### src/iqfd_pkg.sv
// ----------------------------------------------------------------------------
// iqfd_pkg
// Shared constants, arctangent table and item types for the I/Q frequency
// discriminator.
// ----------------------------------------------------------------------------
package iqfd_pkg;

    localparam int SAMPLE_BITS   = 16;
    localparam int PHASE_BITS    = 16;
    localparam int CORDIC_STAGES = 16;

    localparam int RATE_BITS  = 24;
    localparam int POWER_BITS = 32;
    localparam int FREQ_BITS  = 24;

    localparam logic [RATE_BITS-1:0] RATE_RESET = RATE_BITS'(48000);

    // datapath widths
    localparam int GUARD_BITS = 8;
    localparam int XY_W       = SAMPLE_BITS + GUARD_BITS + 3;
    localparam int Z_W        = 32;
    localparam int SQ_W       = 2 * SAMPLE_BITS;
    localparam int SUM_W      = (SQ_W + 1 > POWER_BITS + 1) ? SQ_W + 1 : POWER_BITS + 1;
    localparam int PROD_W     = PHASE_BITS + RATE_BITS + 1;

    // rotation schedule
    localparam int ATAN_LEN        = 24;
    localparam int ITERS           = (CORDIC_STAGES > ATAN_LEN) ? ATAN_LEN : CORDIC_STAGES;
    localparam int ITERS_PER_STAGE = 4;
    localparam int CORDIC_PIPE     = (ITERS + ITERS_PER_STAGE - 1) / ITERS_PER_STAGE;

    // angles in units of 2^32 per turn
    localparam logic [Z_W-1:0] QUARTER_TURN     = 32'h4000_0000;
    localparam logic [Z_W-1:0] NEG_QUARTER_TURN = 32'hC000_0000;
    localparam logic [Z_W-1:0] PHASE_HALF_LSB   =
        {{(Z_W-1){1'b0}}, 1'b1} << (Z_W - 1 - PHASE_BITS);

    localparam logic [Z_W-1:0] ATAN_TAB [ATAN_LEN] = '{
        32'h20000000, 32'h12E4051E, 32'h09FB385B, 32'h051111D4,
        32'h028B0D43, 32'h0145D7E1, 32'h00A2F61E, 32'h00517C55,
        32'h0028BE53, 32'h00145F2F, 32'h000A2F98, 32'h000517CC,
        32'h00028BE6, 32'h000145F3, 32'h0000A2FA, 32'h0000517D,
        32'h000028BE, 32'h0000145F, 32'h00000A30, 32'h00000518,
        32'h0000028C, 32'h00000146, 32'h000000A3, 32'h00000051
    };

    typedef struct packed {
        logic signed [SAMPLE_BITS-1:0] i_sample;
        logic signed [SAMPLE_BITS-1:0] q_sample;
    } t_in_item;

    typedef struct packed {
        logic [POWER_BITS-1:0]       power;
        logic signed [FREQ_BITS-1:0] freq_hz;
    } t_out_item;

    // side data that rides along with the rotation
    typedef struct packed {
        logic [SQ_W-1:0] sq_i;
        logic [SQ_W-1:0] sq_q;
        logic            zero;
    } t_tag;

    typedef struct packed {
        logic signed [XY_W-1:0] x;
        logic signed [XY_W-1:0] y;
        logic [Z_W-1:0]         z;
        t_tag                   tag;
    } t_vec;

endpackage

### src/iqfd_freq.sv
// ----------------------------------------------------------------------------
// iqfd_freq
// Phase rounding, wrapped phase step against the previous sample, scaling
// by the sample rate and the result register.
// ----------------------------------------------------------------------------
module iqfd_freq (
    input  logic                               i_clk,
    input  logic                               i_rst_n,
    input  logic                               i_valid,
    output logic                               o_ready,
    input  iqfd_pkg::t_vec                     i_vec,
    input  logic [iqfd_pkg::RATE_BITS-1:0]     i_rate,
    output logic                               o_valid,
    input  logic                               i_ready,
    output iqfd_pkg::t_out_item                o_item
);

    logic                                     r_r_valid;
    logic signed [iqfd_pkg::PHASE_BITS-1:0]   r_r_diff;
    logic [iqfd_pkg::POWER_BITS-1:0]          r_r_power;
    logic [iqfd_pkg::PHASE_BITS-1:0]          r_last_phase;
    logic                                     r_o_valid;
    iqfd_pkg::t_out_item                      r_o_item;

    logic [iqfd_pkg::Z_W-1:0]                 z_round;
    logic [iqfd_pkg::PHASE_BITS-1:0]          phase;
    logic [iqfd_pkg::SUM_W-1:0]               pw_sum;
    logic [iqfd_pkg::POWER_BITS-1:0]          n_r_power;
    logic signed [iqfd_pkg::PROD_W-1:0]       diff_ext;
    logic signed [iqfd_pkg::PROD_W-1:0]       rate_ext;
    logic signed [iqfd_pkg::PROD_W-1:0]       prod;
    logic                                     r_ready;
    logic                                     o_stage_ready;

    assign o_stage_ready = !r_o_valid || i_ready;
    assign r_ready       = !r_r_valid || o_stage_ready;
    assign o_ready       = r_ready;
    assign o_valid       = r_o_valid;
    assign o_item        = r_o_item;

    // round to nearest phase unit, wrap modulo one turn
    assign z_round = i_vec.z + iqfd_pkg::PHASE_HALF_LSB;
    assign phase   = i_vec.tag.zero ? '0
                   : z_round[iqfd_pkg::Z_W-1 -: iqfd_pkg::PHASE_BITS];

    assign pw_sum    = iqfd_pkg::SUM_W'(i_vec.tag.sq_i) + iqfd_pkg::SUM_W'(i_vec.tag.sq_q);
    assign n_r_power = (|pw_sum[iqfd_pkg::SUM_W-1:iqfd_pkg::POWER_BITS]) ? '1
                     : pw_sum[iqfd_pkg::POWER_BITS-1:0];

    assign diff_ext = iqfd_pkg::PROD_W'(r_r_diff);
    assign rate_ext = $signed(iqfd_pkg::PROD_W'(i_rate));
    assign prod     = diff_ext * rate_ext;

    always_ff @(posedge i_clk) begin
        if (!i_rst_n) begin
            r_r_valid    <= 1'b0;
            r_o_valid    <= 1'b0;
            r_last_phase <= '0;
        end else begin
            if (r_ready) begin
                r_r_valid <= i_valid;
            end
            if (r_ready && i_valid) begin
                r_last_phase <= phase;
            end
            if (o_stage_ready) begin
                r_o_valid <= r_r_valid;
            end
        end
    end

    always_ff @(posedge i_clk) begin
        if (r_ready && i_valid) begin
            r_r_diff  <= $signed(phase - r_last_phase);
            r_r_power <= n_r_power;
        end
        if (o_stage_ready && r_r_valid) begin
            r_o_item.power   <= r_r_power;
            // floor of step * rate / 2^PHASE_BITS
            r_o_item.freq_hz <= prod[iqfd_pkg::PHASE_BITS +: iqfd_pkg::FREQ_BITS];
        end
    end

endmodule

### config.mk
export PLATFORM = sky130hd
export DESIGN_NAME = iqfd_freq
export DESIGN_NICKNAME = d
export VERILOG_FILES = /design/src/iqfd_pkg.sv /design/src/iqfd_freq.sv
export SDC_FILE = /design/constraint.sdc
export NUM_CORES = 1
export LEC_CHECK = 0
export BUFFER_PORTS_ARGS = -buffer_cell sky130_fd_sc_hd__buf_2
export CAP_MARGIN = 15
export CORE_UTILIZATION = 38
export CTS_CLUSTER_DIAMETER = 50
export DETAILED_ROUTE_END_ITERATION = 12
export MAX_ROUTING_LAYER = met4
export PLACE_DENSITY = 0.56
export SETUP_SLACK_MARGIN = 0.4
export SKIP_CTS_REPAIR_TIMING = 1
export SYNTH_ARGS = -nofsm -noshare
export SYNTH_HDL_FRONTEND = slang
export SYNTH_SLANG_ARGS = --single-unit
### constraint.sdc
create_clock -name i_clk -period 6.6 [get_ports i_clk]
set_input_delay 0.99 -clock i_clk [delete_from_list [all_inputs] [get_ports i_clk]]
set_output_delay 0.99 -clock i_clk [all_outputs]
set_load 0.02 [all_outputs]
======== Yosys cells after proc, flatten, opt, wreduce, memory -nomap -nowiden ========
Index checks and enable logic that the tools add are counted.
word-level totals
  flip-flop bits (word level) ............. 122
  latch bits .............................. 0
  bits in writable memories ............... 0
  bits in read-only memories .............. 0
  output and inout bits ................... 58
  memories ................................ 0
cells by class
  $add $sub $neg .......................... 3
  multipliers ............................. 1
  div/mod/pow operators ................... 0
  magnitude comparators ................... 0
  equal/unequal tests ..................... 0
  shift-type cells ........................ 0
  muxes and demuxes ....................... 1
  bitwise gates (word level) .............. 0
  reduce and logical (&&, ||, !) cells .... 6
operators with widths
  operator                                                           number
  16-bit by 25-bit multiplier with 40-bit output                     1
  32-bit by 32-bit adder with 33-bit output                          1
  32-bit by 16-bit adder with 32-bit output (second input constant)  1
  16-bit two-way mux                                                 1
  16-bit subtractor                                                  1
  1-bit logical AND                                                  2
  1-bit zero test                                                    2
  1-bit logical OR                                                   2

======== Depth between registers and ports, before layout ========
Gate-level depths: netlist (run 1).
  depth after elaboration ................. 4
  depth in mapped cells ................... 24
  mapped depth without buffers ............ 23

======== Least setup slack after synthesis (run 1) ========
OpenSTA, ideal clock, no wires.
  path type ............................... input -> register
  from .................................... in i_rate[22] (netlist bit)
  to ...................................... reg r_o_item, in the netlist o_item[17] (data pin)
  library setup time ...................... 258 ps
  arrival ................................. 6417 ps
  slack ................................... -74 ps
  cell stages on the path ................. 23
  path buffers ............................ 1
  path through ............................ clkbuf_1 > nand2_1 > fa_1 > inv_1 > fa_1 > inv_1 > fa_1 > inv_1 > fa_1 > fa_1 > inv_1 > fa_1 > inv_1 > ha_1 > a21oi_1 > o21bai_1 > a211oi_1 > a21bo_2 > a22o_1 > a31o_2 > or2_2 > a21oi_1 > xnor2_1
on the way
  word-level cells in the longest chain between the ends .. 1
RTL lines
  what                                            line             text
  start, declared                                 iqfd_freq.sv:12  input logic [iqfd_pkg::RATE_BITS-1:0] i_rate,
  16-bit by 25-bit multiplier with 40-bit output  iqfd_freq.sv:52  assign prod = diff_ext * rate_ext;
  named net prod, one bit                         iqfd_freq.sv:31  logic signed [iqfd_pkg::PROD_W-1:0] prod;
  end, declared                                   iqfd_freq.sv:23  iqfd_pkg::t_out_item r_o_item;
The timed path passes the listed nets, and every way through them passes these cells.
A chain may end at the register's enable or synchronous reset.

======== Worst setup path in the final report (run 1) ========
  from .................................... in i_rate[14] (netlist bit)
  to ...................................... reg r_o_item, in the netlist o_item[21] (data pin)
Same word-level chain as after synthesis.

==> results_dict.tcl, run 1 <==
set metrics [dict create \
    run_status "completed" \
    wirelength_mm 43.9 \
    required_ns 6.80 \
    skew_ns 0.0298 \
    avgSynthCellArea_um2 9.45 \
    yosysWarnings 0 \
    vias 13500 \
    die_area_mm2 0.0498 \
    slew_headroom_pct 45.4 \
    clkSinkCount 122 \
    hp-class "reg2reg" \
    finalCritPeriodShare_pct 97.7 \
    nets 2866 \
    row_count 80 \
    ff2ff_path_depth 22 \
    dpl_cell_area_mm2 0.0209 \
    timing.fmax_mhz 155 \
    whs_ns 0.417 \
    final_common_cell "inv_1" \
    drc 0 \
    root_buffer "clkbuf_16" \
    gp_congestion 0.847 \
    drv_cap 0 \
    final_antenna_net_count 0 \
    initial_core_util_pct 38.8 \
    syn_nets 2631 \
    mostFrequentLayoutCells "inv_1, fa_1, nand2_1" \
    crit_fanout 15 \
    synthCells 1967 \
    ys_seq_area_share_pct 18.7 \
    firstDrtPassIters 5 \
    ys_types 63 \
    r2r_slack_ns 0.22 \
    clk_latency_ns 0.46 \
    viasPerCell 4.77 \
    yosys_register_bits 122 \
    r2r-end "o_item[21]" \
    wl_per_cell_um 15.5 \
    setup_violations 0 \
    die-height_um 223 \
    post-route-min-period_ns 6.45 \
    slowest_delay_ns 0.54 \
    cts_buffers 17 \
    layout_setup_ws_ns 0.154 \
    cts_tree "done" \
    path_clk_slew_ns 0.06 \
    cts_buffer_depth 2 \
    tightest_slew_ns 0.819 \
    grtUsageTotal_pct 19.4 \
    grt_pass1_wl_mm 73.4 \
    chipWidth_um 223 \
    ys.flop_type "edfxtp_1" \
    grt_pass1_vias 14600 \
    cpMostUsedCell "fa_1" \
    reg2reg_from "r_r_diff[4]" \
    grt_setup_unrepaired "true" \
    coreArea_mm2 0.0479 \
    area_growth_pct 17.9 \
    numPortBuffers 167 \
    dr.first_iter.drc_count 575 \
    min_delay_path_depth 0 \
    antenna_found_initial 6 \
    pre_cts_slack_ns -0.388 \
    fin_area_mm2 0.0219 \
    arrival_ns 6.64 \
    path_cells "buf_2, buf_8, and2_1, fa_1, inv_1, fa_1, fa_1, inv_1, fa_1, fa_1, inv_1, fa_1, inv_1, ha_1, a21o_1, a21o_1, a21o_1, a21bo_2, a22o_1, a31o_4, a311oi_4, o21ba_4, xnor2_2" \
    synth_edf_count 104 \
    end_kind "flop" \
    h-tree-depth 4 \
    hold_violations 0 \
    final_util_pct 45.7 \
    grt_max_degree 64 \
    overflow 0 \
    cp_num_buf_inv 6 \
    pin_count 237 \
    crit_slowest_cell "fa_1" \
    hold_start "r_r_power[12]" \
    min_to "o_item[36]" \
    crit_type "in2reg" \
    synthArstFlopShare_pct 0 \
    dpl.hpwl_mm 36.3 \
    crit_family "adder cells" \
    worst_setup_path_start_kind "primary input" \
    synth_area_mm2 0.0186 \
    drv_slew 0 \
    drive_above_1_share_pct 17.8 \
]
-- kinds of logic after synthesis --
group                    Yosys count  share of synthesized area [%]
AO/OA/AOI/OAI                    178                           6.65
XOR/XNOR                          83                           3.91
adder cells (fa/ha/maj)          485                           45.1
buffers and inverters            488                           10.0
flip-flops                       122                           18.7
AND/OR/NAND/NOR                  611                           15.6
-- final cells by class --
type	instances	area [µm²]
antenna	6	15.0
inverter	423	1590
clock buffer	17	425
tap	615	769
multi-input combinational	1357	13600
sequential	122	3480
timing repair buffer	281	1870
clock inverter	15	165
fill	4552	26000
-- synthesized netlist by cell type (2+ instances only) --
master,number,area [µm²]
nand2b_1,15,93.8
o21ai_0,19,95.1
a41oi_1,3,26.3
a22oi_1,2,15.0
nand3_1,22,110
and2_1,169,1060
nor2b_1,6,37.5
and3_1,10,62.6
dfxtp_1,18,360
o21ba_2,2,20.0
o21ai_1,2,10.0
or3_1,5,31.3
nor3b_1,2,15.0
o21a_1,11,82.6
nand2_1,289,1080
nand4_1,8,50.1
edfxtp_1,104,3120
nor2_1,64,240
o211ai_1,7,52.6
fa_1,307,6150
clkbuf_1,61,229
xnor2_1,49,429
buf_6,3,33.8
a21oi_1,47,235
nor3_1,14,70.1
a31oi_1,6,37.5
a211oi_1,6,45.0
a21boi_0,16,120
a21oi_2,3,26.3
xor2_1,34,298
a31o_2,2,17.5
ha_1,178,2230
a21o_1,27,203
nor4_1,2,12.5
inv_1,422,1580
o31ai_1,2,15.0
o21bai_1,4,30.0
-- per-layer routing --
metal	vias up	part of all wire [%]	global-route usage (%)
met2	244	50	33.1
met5	-	0	-
met4	0	1.6	5.25
met3	39	5.3	4.14
met1	6708	43	23.2
li1	6530	-	-
-- stage by stage --
stage                     TNS [ns]  std cells
after floorplan                  0       1967
after global placement       -3.04       2787
after detailed placement     -3.56       2787
after CTS                        0       2819
after global routing       -0.0331       2836
final                            0       2836
-- flip-flops by register name, summed over array words and instances, names as in the netlist --
name and flops:
r_r_valid 1, r_r_diff 16, o_valid 1, o_item 56
r_r_power 32, r_last_phase 16
-- worst max-delay path by stage --
| stage | start | to | slack (ns) | cells after the start |
|---|---|---|---|---|
| 4_1_cts | i_rate[7] | o_item[21] | 0.08 | 22 |
| 5_1_grt | i_rate[6] | o_item[18] | -0.02 | 24 |
| 6_report | i_rate[14] | o_item[21] | 0.15 | 23 |
| 3_5_place_dp | i_rate[7] | o_item[21] | -0.39 | 22 |
| 2_1_floorplan | i_rate[16] | o_item[21] | 0.25 | 22 |
| 3_3_place_gp | i_rate[7] | o_item[21] | -0.35 | 22 |
Power of run 1 is left out: the tool's default activity adds up to more than one toggle a clock period on the data nets, which glitch-free logic cannot reach.
==> run 2: changes to the inputs <==
--- a/config.mk
+++ b/config.mk
@@ -5,13 +5,14 @@
 export SDC_FILE = /design/constraint.sdc
 export NUM_CORES = 1
 export LEC_CHECK = 0
+export ABC_AREA = 1
 export BUFFER_PORTS_ARGS = -buffer_cell sky130_fd_sc_hd__buf_2
 export CAP_MARGIN = 15
-export CORE_UTILIZATION = 38
+export CORE_UTILIZATION = 49
 export CTS_CLUSTER_DIAMETER = 50
 export DETAILED_ROUTE_END_ITERATION = 12
 export MAX_ROUTING_LAYER = met4
-export PLACE_DENSITY = 0.56
+export PLACE_DENSITY_LB_ADDON = 0.1
 export SETUP_SLACK_MARGIN = 0.4
 export SKIP_CTS_REPAIR_TIMING = 1
 export SYNTH_ARGS = -nofsm -noshare
==> run 2 against run 1 <==
Non-clock buffer count is 50 lower. Critical path depth is 1 lower. Worst setup slack better by 0.48 ns. First-iteration DRC count is 51% higher. Hold slack worse by 0.0023 ns. Cell area is 4.1% higher. Sequential share of layout area is 0.62 points lower. Synthesized cell count is 32% higher. Wire length is 20% higher. Final cell count is 17% higher. Via count is 22% higher. Critical path type unchanged. Critical endpoint is now o_item[4].
==> results_dict.tcl, run 2 <==
set metrics [dict create \
    clk_latency_ns 0.42 \
    wirelength_mm 52.8 \
    cts_tree "done" \
    drv_slew 0 \
    final_antenna_net_count 0 \
    ys_top_cells_by_area "fa_1, edfxtp_1, inv_1" \
    run_status "completed" \
    synth_edf_count 104 \
    yosys_register_bits 122 \
    ys.flop_type "edfxtp_1" \
    finalCritPeriodShare_pct 90.4 \
    path_clk_slew_ns 0.06 \
    gp_congestion 0.917 \
    area_growth_pct 12.1 \
    antenna_found_initial 0 \
    synthArstFlopShare_pct 0 \
    crit_type "in2reg" \
    grt_pass1_vias 17100 \
    timing.fmax_mhz 168 \
    arrival_ns 6.16 \
    whs_ns 0.415 \
    dpl.hpwl_mm 44.1 \
    worst_setup_path_start_kind "primary input" \
    r2r_slack_ns 0.77 \
    post-route-min-period_ns 5.96 \
    tightest_slew_ns 1.00 \
    drv_cap 0 \
    numPortBuffers 167 \
    mostFrequentLayoutCells "inv_1, nand2_1, fa_1" \
    cts_buffer_depth 2 \
    dr.first_iter.drc_count 870 \
    num_antenna_cells 0 \
    coreArea_mm2 0.0408 \
    drive_above_1_share_pct 11.6 \
    ys_seq_area_share_pct 17.1 \
    chipWidth_um 206 \
    syn_nets 3256 \
    yosysTopAreaCell "fa_1" \
    final_common_cell "inv_1" \
    hold_violations 0 \
    crit_fanout 8 \
    grt_setup_unrepaired "true" \
    grtUsageTotal_pct 27.3 \
    avgSynthCellArea_um2 7.84 \
    die_area_mm2 0.0423 \
    synthCells 2592 \
    required_ns 6.80 \
    viasPerCell 5.01 \
    yosys.cell_count.top_type "inv_1" \
    hp-class "reg2reg" \
    pin_count 237 \
    skew_ns 0.0111 \
    grt_max_degree 57 \
    root_buffer "clkbuf_16" \
    slew_headroom_pct 33.2 \
    initial_core_util_pct 49.8 \
    synth_commonest_cells "inv_1, nand2_1, fa_1, ha_1, nor2_1" \
    row_count 74 \
    cts_buffers 17 \
    end_kind "flop" \
    largest_register_ffs 56 \
    netlist.area_leader.share_pct 30.2 \
    wl_per_cell_um 16.0 \
    setup_violations 0 \
    grt_pass1_wl_mm 87.2 \
    nets 3425 \
    clkSinkCount 122 \
    overflow 0 \
    yosysWarnings 0 \
    firstDrtPassIters 5 \
    drc 0 \
    vias 16600 \
    h-tree-depth 4 \
    setup-tns-final_ns 0 \
    die-height_um 206 \
    synth_area_mm2 0.0203 \
    ys_types 40 \
]
run 2: changes by cell type after synthesis, sizes merged, moves of 51 or more:
cell / change
nand2: +351
nor2: +83
o21ai: +51
a21oi: +66
nand3: +58
and2: -167
inv: +278
run 2: layout make-up:
type | instances | area [µm²]
well taps | 532 | 666
inverters | 700 | 2630
fillers | 3966 | 18000
repair buffers | 231 | 1480
clock inverters | 15 | 175
multi-input cells | 1689 | 13900
clock buffers | 17 | 425
flip-flops and latches | 122 | 3480
run 2: worst max-delay path, cell delays in order:
cell	delay, ns
clkbuf_4	0.19
buf_4	0.19
nand2_1	0.07
inv_1	0.05
fa_1	0.52
inv_1	0.06
fa_1	0.41
fa_1	0.54
inv_1	0.06
fa_1	0.52
fa_1	0.51
inv_1	0.06
fa_1	0.49
inv_1	0.06
ha_1	0.35
nand2_1	0.13
nor2_2	0.18
nand3_1	0.10
nand2_1	0.16
nand2_1	0.09
nand2_1	0.12
xor2_1	0.33
run 2: per-layer routing:
| layer | track usage [%] | part of all wire, % | vias to the layer above |
|---|---|---|---|
| li1 | - | - | 8062 |
| met1 | 35.3 | 44 | 8062 |
| met2 | 45.1 | 49 | 379 |
| met3 | 4.26 | 5.7 | 50 |
| met4 | 5.82 | 1.3 | 0 |
| met5 | - | 0 | - |
run 2: per-stage QoR:
step	std cells	utilization [%]	worst slack, ns	area [µm²]
after global routing	3306	55.8	0.394	22800
after detailed placement	3262	53.7	0.0446	21900
final	3306	55.8	0.636	22800
after CTS	3294	55.2	0.428	22500
after global placement	3262	53.7	0.0589	21900
after floorplan	2592	-	0.421	20300
run 2: final timing paths:
check,cells after the start,end,startpoint
worst max-delay path,22,o_item[4],i_rate[7]
worst min-delay path,0,o_item[53],r_r_power[29]
worst max register to register,20,o_item[4],r_r_diff[15]
worst min register to register,0,o_item[53],r_r_power[29]
run 2: cells by family (layout without fill, tap and decap cells):
| kind of cell | count (synthesis) | after routing | synth area share [%] |
|---|---|---|---|
| AO/OA/AOI/OAI | 236 | 236 | 6.40 |
| AND/OR/NAND/NOR | 924 | 924 | 18.8 |
| flip-flops | 122 | 122 | 17.1 |
| XOR/XNOR | 44 | 44 | 1.90 |
| buffers and inverters | 781 | 963 | 14.6 |
| adder cells (fa/ha/maj) | 485 | 485 | 41.2 |
Power of run 2 is left out for the same reason.
==> run 3: changes to the inputs <==
--- a/config.mk
+++ b/config.mk
@@ -8,6 +8,7 @@
 export ABC_AREA = 1
 export BUFFER_PORTS_ARGS = -buffer_cell sky130_fd_sc_hd__buf_2
 export CAP_MARGIN = 15
+export CORE_ASPECT_RATIO = 0.6
 export CORE_UTILIZATION = 49
 export CTS_CLUSTER_DIAMETER = 50
 export DETAILED_ROUTE_END_ITERATION = 12
==> run 3 against run 2 <==
Register-to-register slack barely moved. Hold slack got worse by 0.00066 ns. Final cell count is 0.12% higher.
==> results_dict.tcl, run 3 (same netlist as run 2, synthesis figures left out) <==
set metrics [dict create \
    run_status "completed" \
    layout_setup_ws_ns 0.605 \
    end_kind "flop" \
    viasPerCell 5.07 \
    clk_latency_ns 0.42 \
    tightest_slew_ns 1.02 \
    clkSinkCount 122 \
    post-route-min-period_ns 6.00 \
    crit_fanout 4 \
    vias 16800 \
    grt_pass1_vias 16700 \
    final_antenna_net_count 0 \
    setup-tns-final_ns 0 \
    wl_per_cell_um 16.2 \
    timing.fmax_mhz 167 \
    num_antenna_cells 0 \
    mostFrequentLayoutCells "inv_1, nand2_1, fa_1" \
    firstDrtPassIters 5 \
    die_area_mm2 0.0423 \
    setup_violations 0 \
    dpl.hpwl_mm 45.7 \
    initial_core_util_pct 50.0 \
    drive_above_1_share_pct 11.9 \
    skew_ns 0.0100 \
    overflow 0 \
    grt_setup_unrepaired "true" \
    regArea_mm2 0.00348 \
    nets 3430 \
    h-tree-depth 4 \
    grt_pass1_wl_mm 88.0 \
    required_ns 6.76 \
    fin_area_mm2 0.0228 \
    chipWidth_um 265 \
    slew_headroom_pct 32.1 \
    final_common_cell "inv_1" \
    grt_max_degree 46 \
    cts_buffer_depth 2 \
    root_buffer "clkbuf_16" \
    r2r_slack_ns 0.77 \
    num-fill-cells 3818 \
    path_clk_slew_ns 0.06 \
    crit_type "in2reg" \
    area_growth_pct 12.4 \
    largest_register_ffs 56 \
    die-height_um 160 \
    dr.first_iter.drc_count 1249 \
    arrival_ns 6.16 \
    row_count 57 \
    dpl_cell_area_mm2 0.0219 \
    antenna_found_initial 0 \
    finalCritPeriodShare_pct 90.8 \
    numPortBuffers 167 \
    grtUsageTotal_pct 27.2 \
    cts_tree "done" \
    pre_cts_slack_ns 0.0825 \
    drc 0 \
    hold_violations 0 \
    whs_ns 0.414 \
    gp_congestion 0.935 \
    multi_input_area_mm2 0.0139 \
    pin_count 237 \
    hp-class "reg2reg" \
    cts_buffers 17 \
    coreArea_mm2 0.0407 \
    worst_setup_path_start_kind "primary input" \
    drv_cap 0 \
    wirelength_mm 53.7 \
    drv_slew 0 \
]
## run 3: cell types whose count changed in the layout (fill, tap and decap cells not counted), moves of 3 or more
cell / change
buf_12: +3
clkinv_4: -3
clkinvlp_4: +4
buf_2: +3
## run 3: final cells by class
type	count	share of cell area, %
timing repair buffer	236	6.76
clock buffer	17	1.86
clock inverter	15	0.663
sequential	122	15.2
tap	531	2.91
inverter	700	11.5
multi-input combinational	1689	61.0
## run 3: worst max-delay path, stage by stage
cell and delay, ns:
buf_2 0.18, nand2_1 0.11, fa_1 0.56, inv_1 0.06
fa_1 0.53, inv_1 0.05, fa_1 0.50, inv_1 0.06
fa_1 0.50, fa_1 0.51, inv_1 0.06, fa_1 0.54
inv_1 0.07, ha_1 0.31, a21oi_1 0.20, o21ai_1 0.12
a21oi_1 0.13, nand2_1 0.15, nand2_1 0.10, nand2_1 0.10
nand2_1 0.12, nand2_1 0.06, nand2_1 0.06, nand2_1 0.08
## run 3: routing by layer
| metal | GRT usage, % | share of wire [%] |
|---|---|---|
| met1 | 42.2 | 51 |
| met2 | 37.7 | 42 |
| met3 | 3.96 | 6.2 |
| met4 | 4.44 | 1.0 |
| met5 | - | 0 |
## run 3: through the flow
| step | std cells | utilization, % |
|---|---|---|
| final | 3310 | 56.2 |
| after global routing | 3310 | 56.2 |
| after detailed placement | 3260 | 53.8 |
| after floorplan | 2592 | - |
| after CTS | 3292 | 55.3 |
| after global placement | 3260 | 53.8 |
## run 3: worst paths after layout
kind,from,to,cells past startpoint
worst max-delay path,i_rate[14],o_item[20],24
worst min-delay path,r_r_power[8],o_item[32],0
worst max register to register,r_r_diff[8],o_item[20],23
worst min register to register,r_r_power[8],o_item[32],0
Power of run 3 is left out for the same reason.
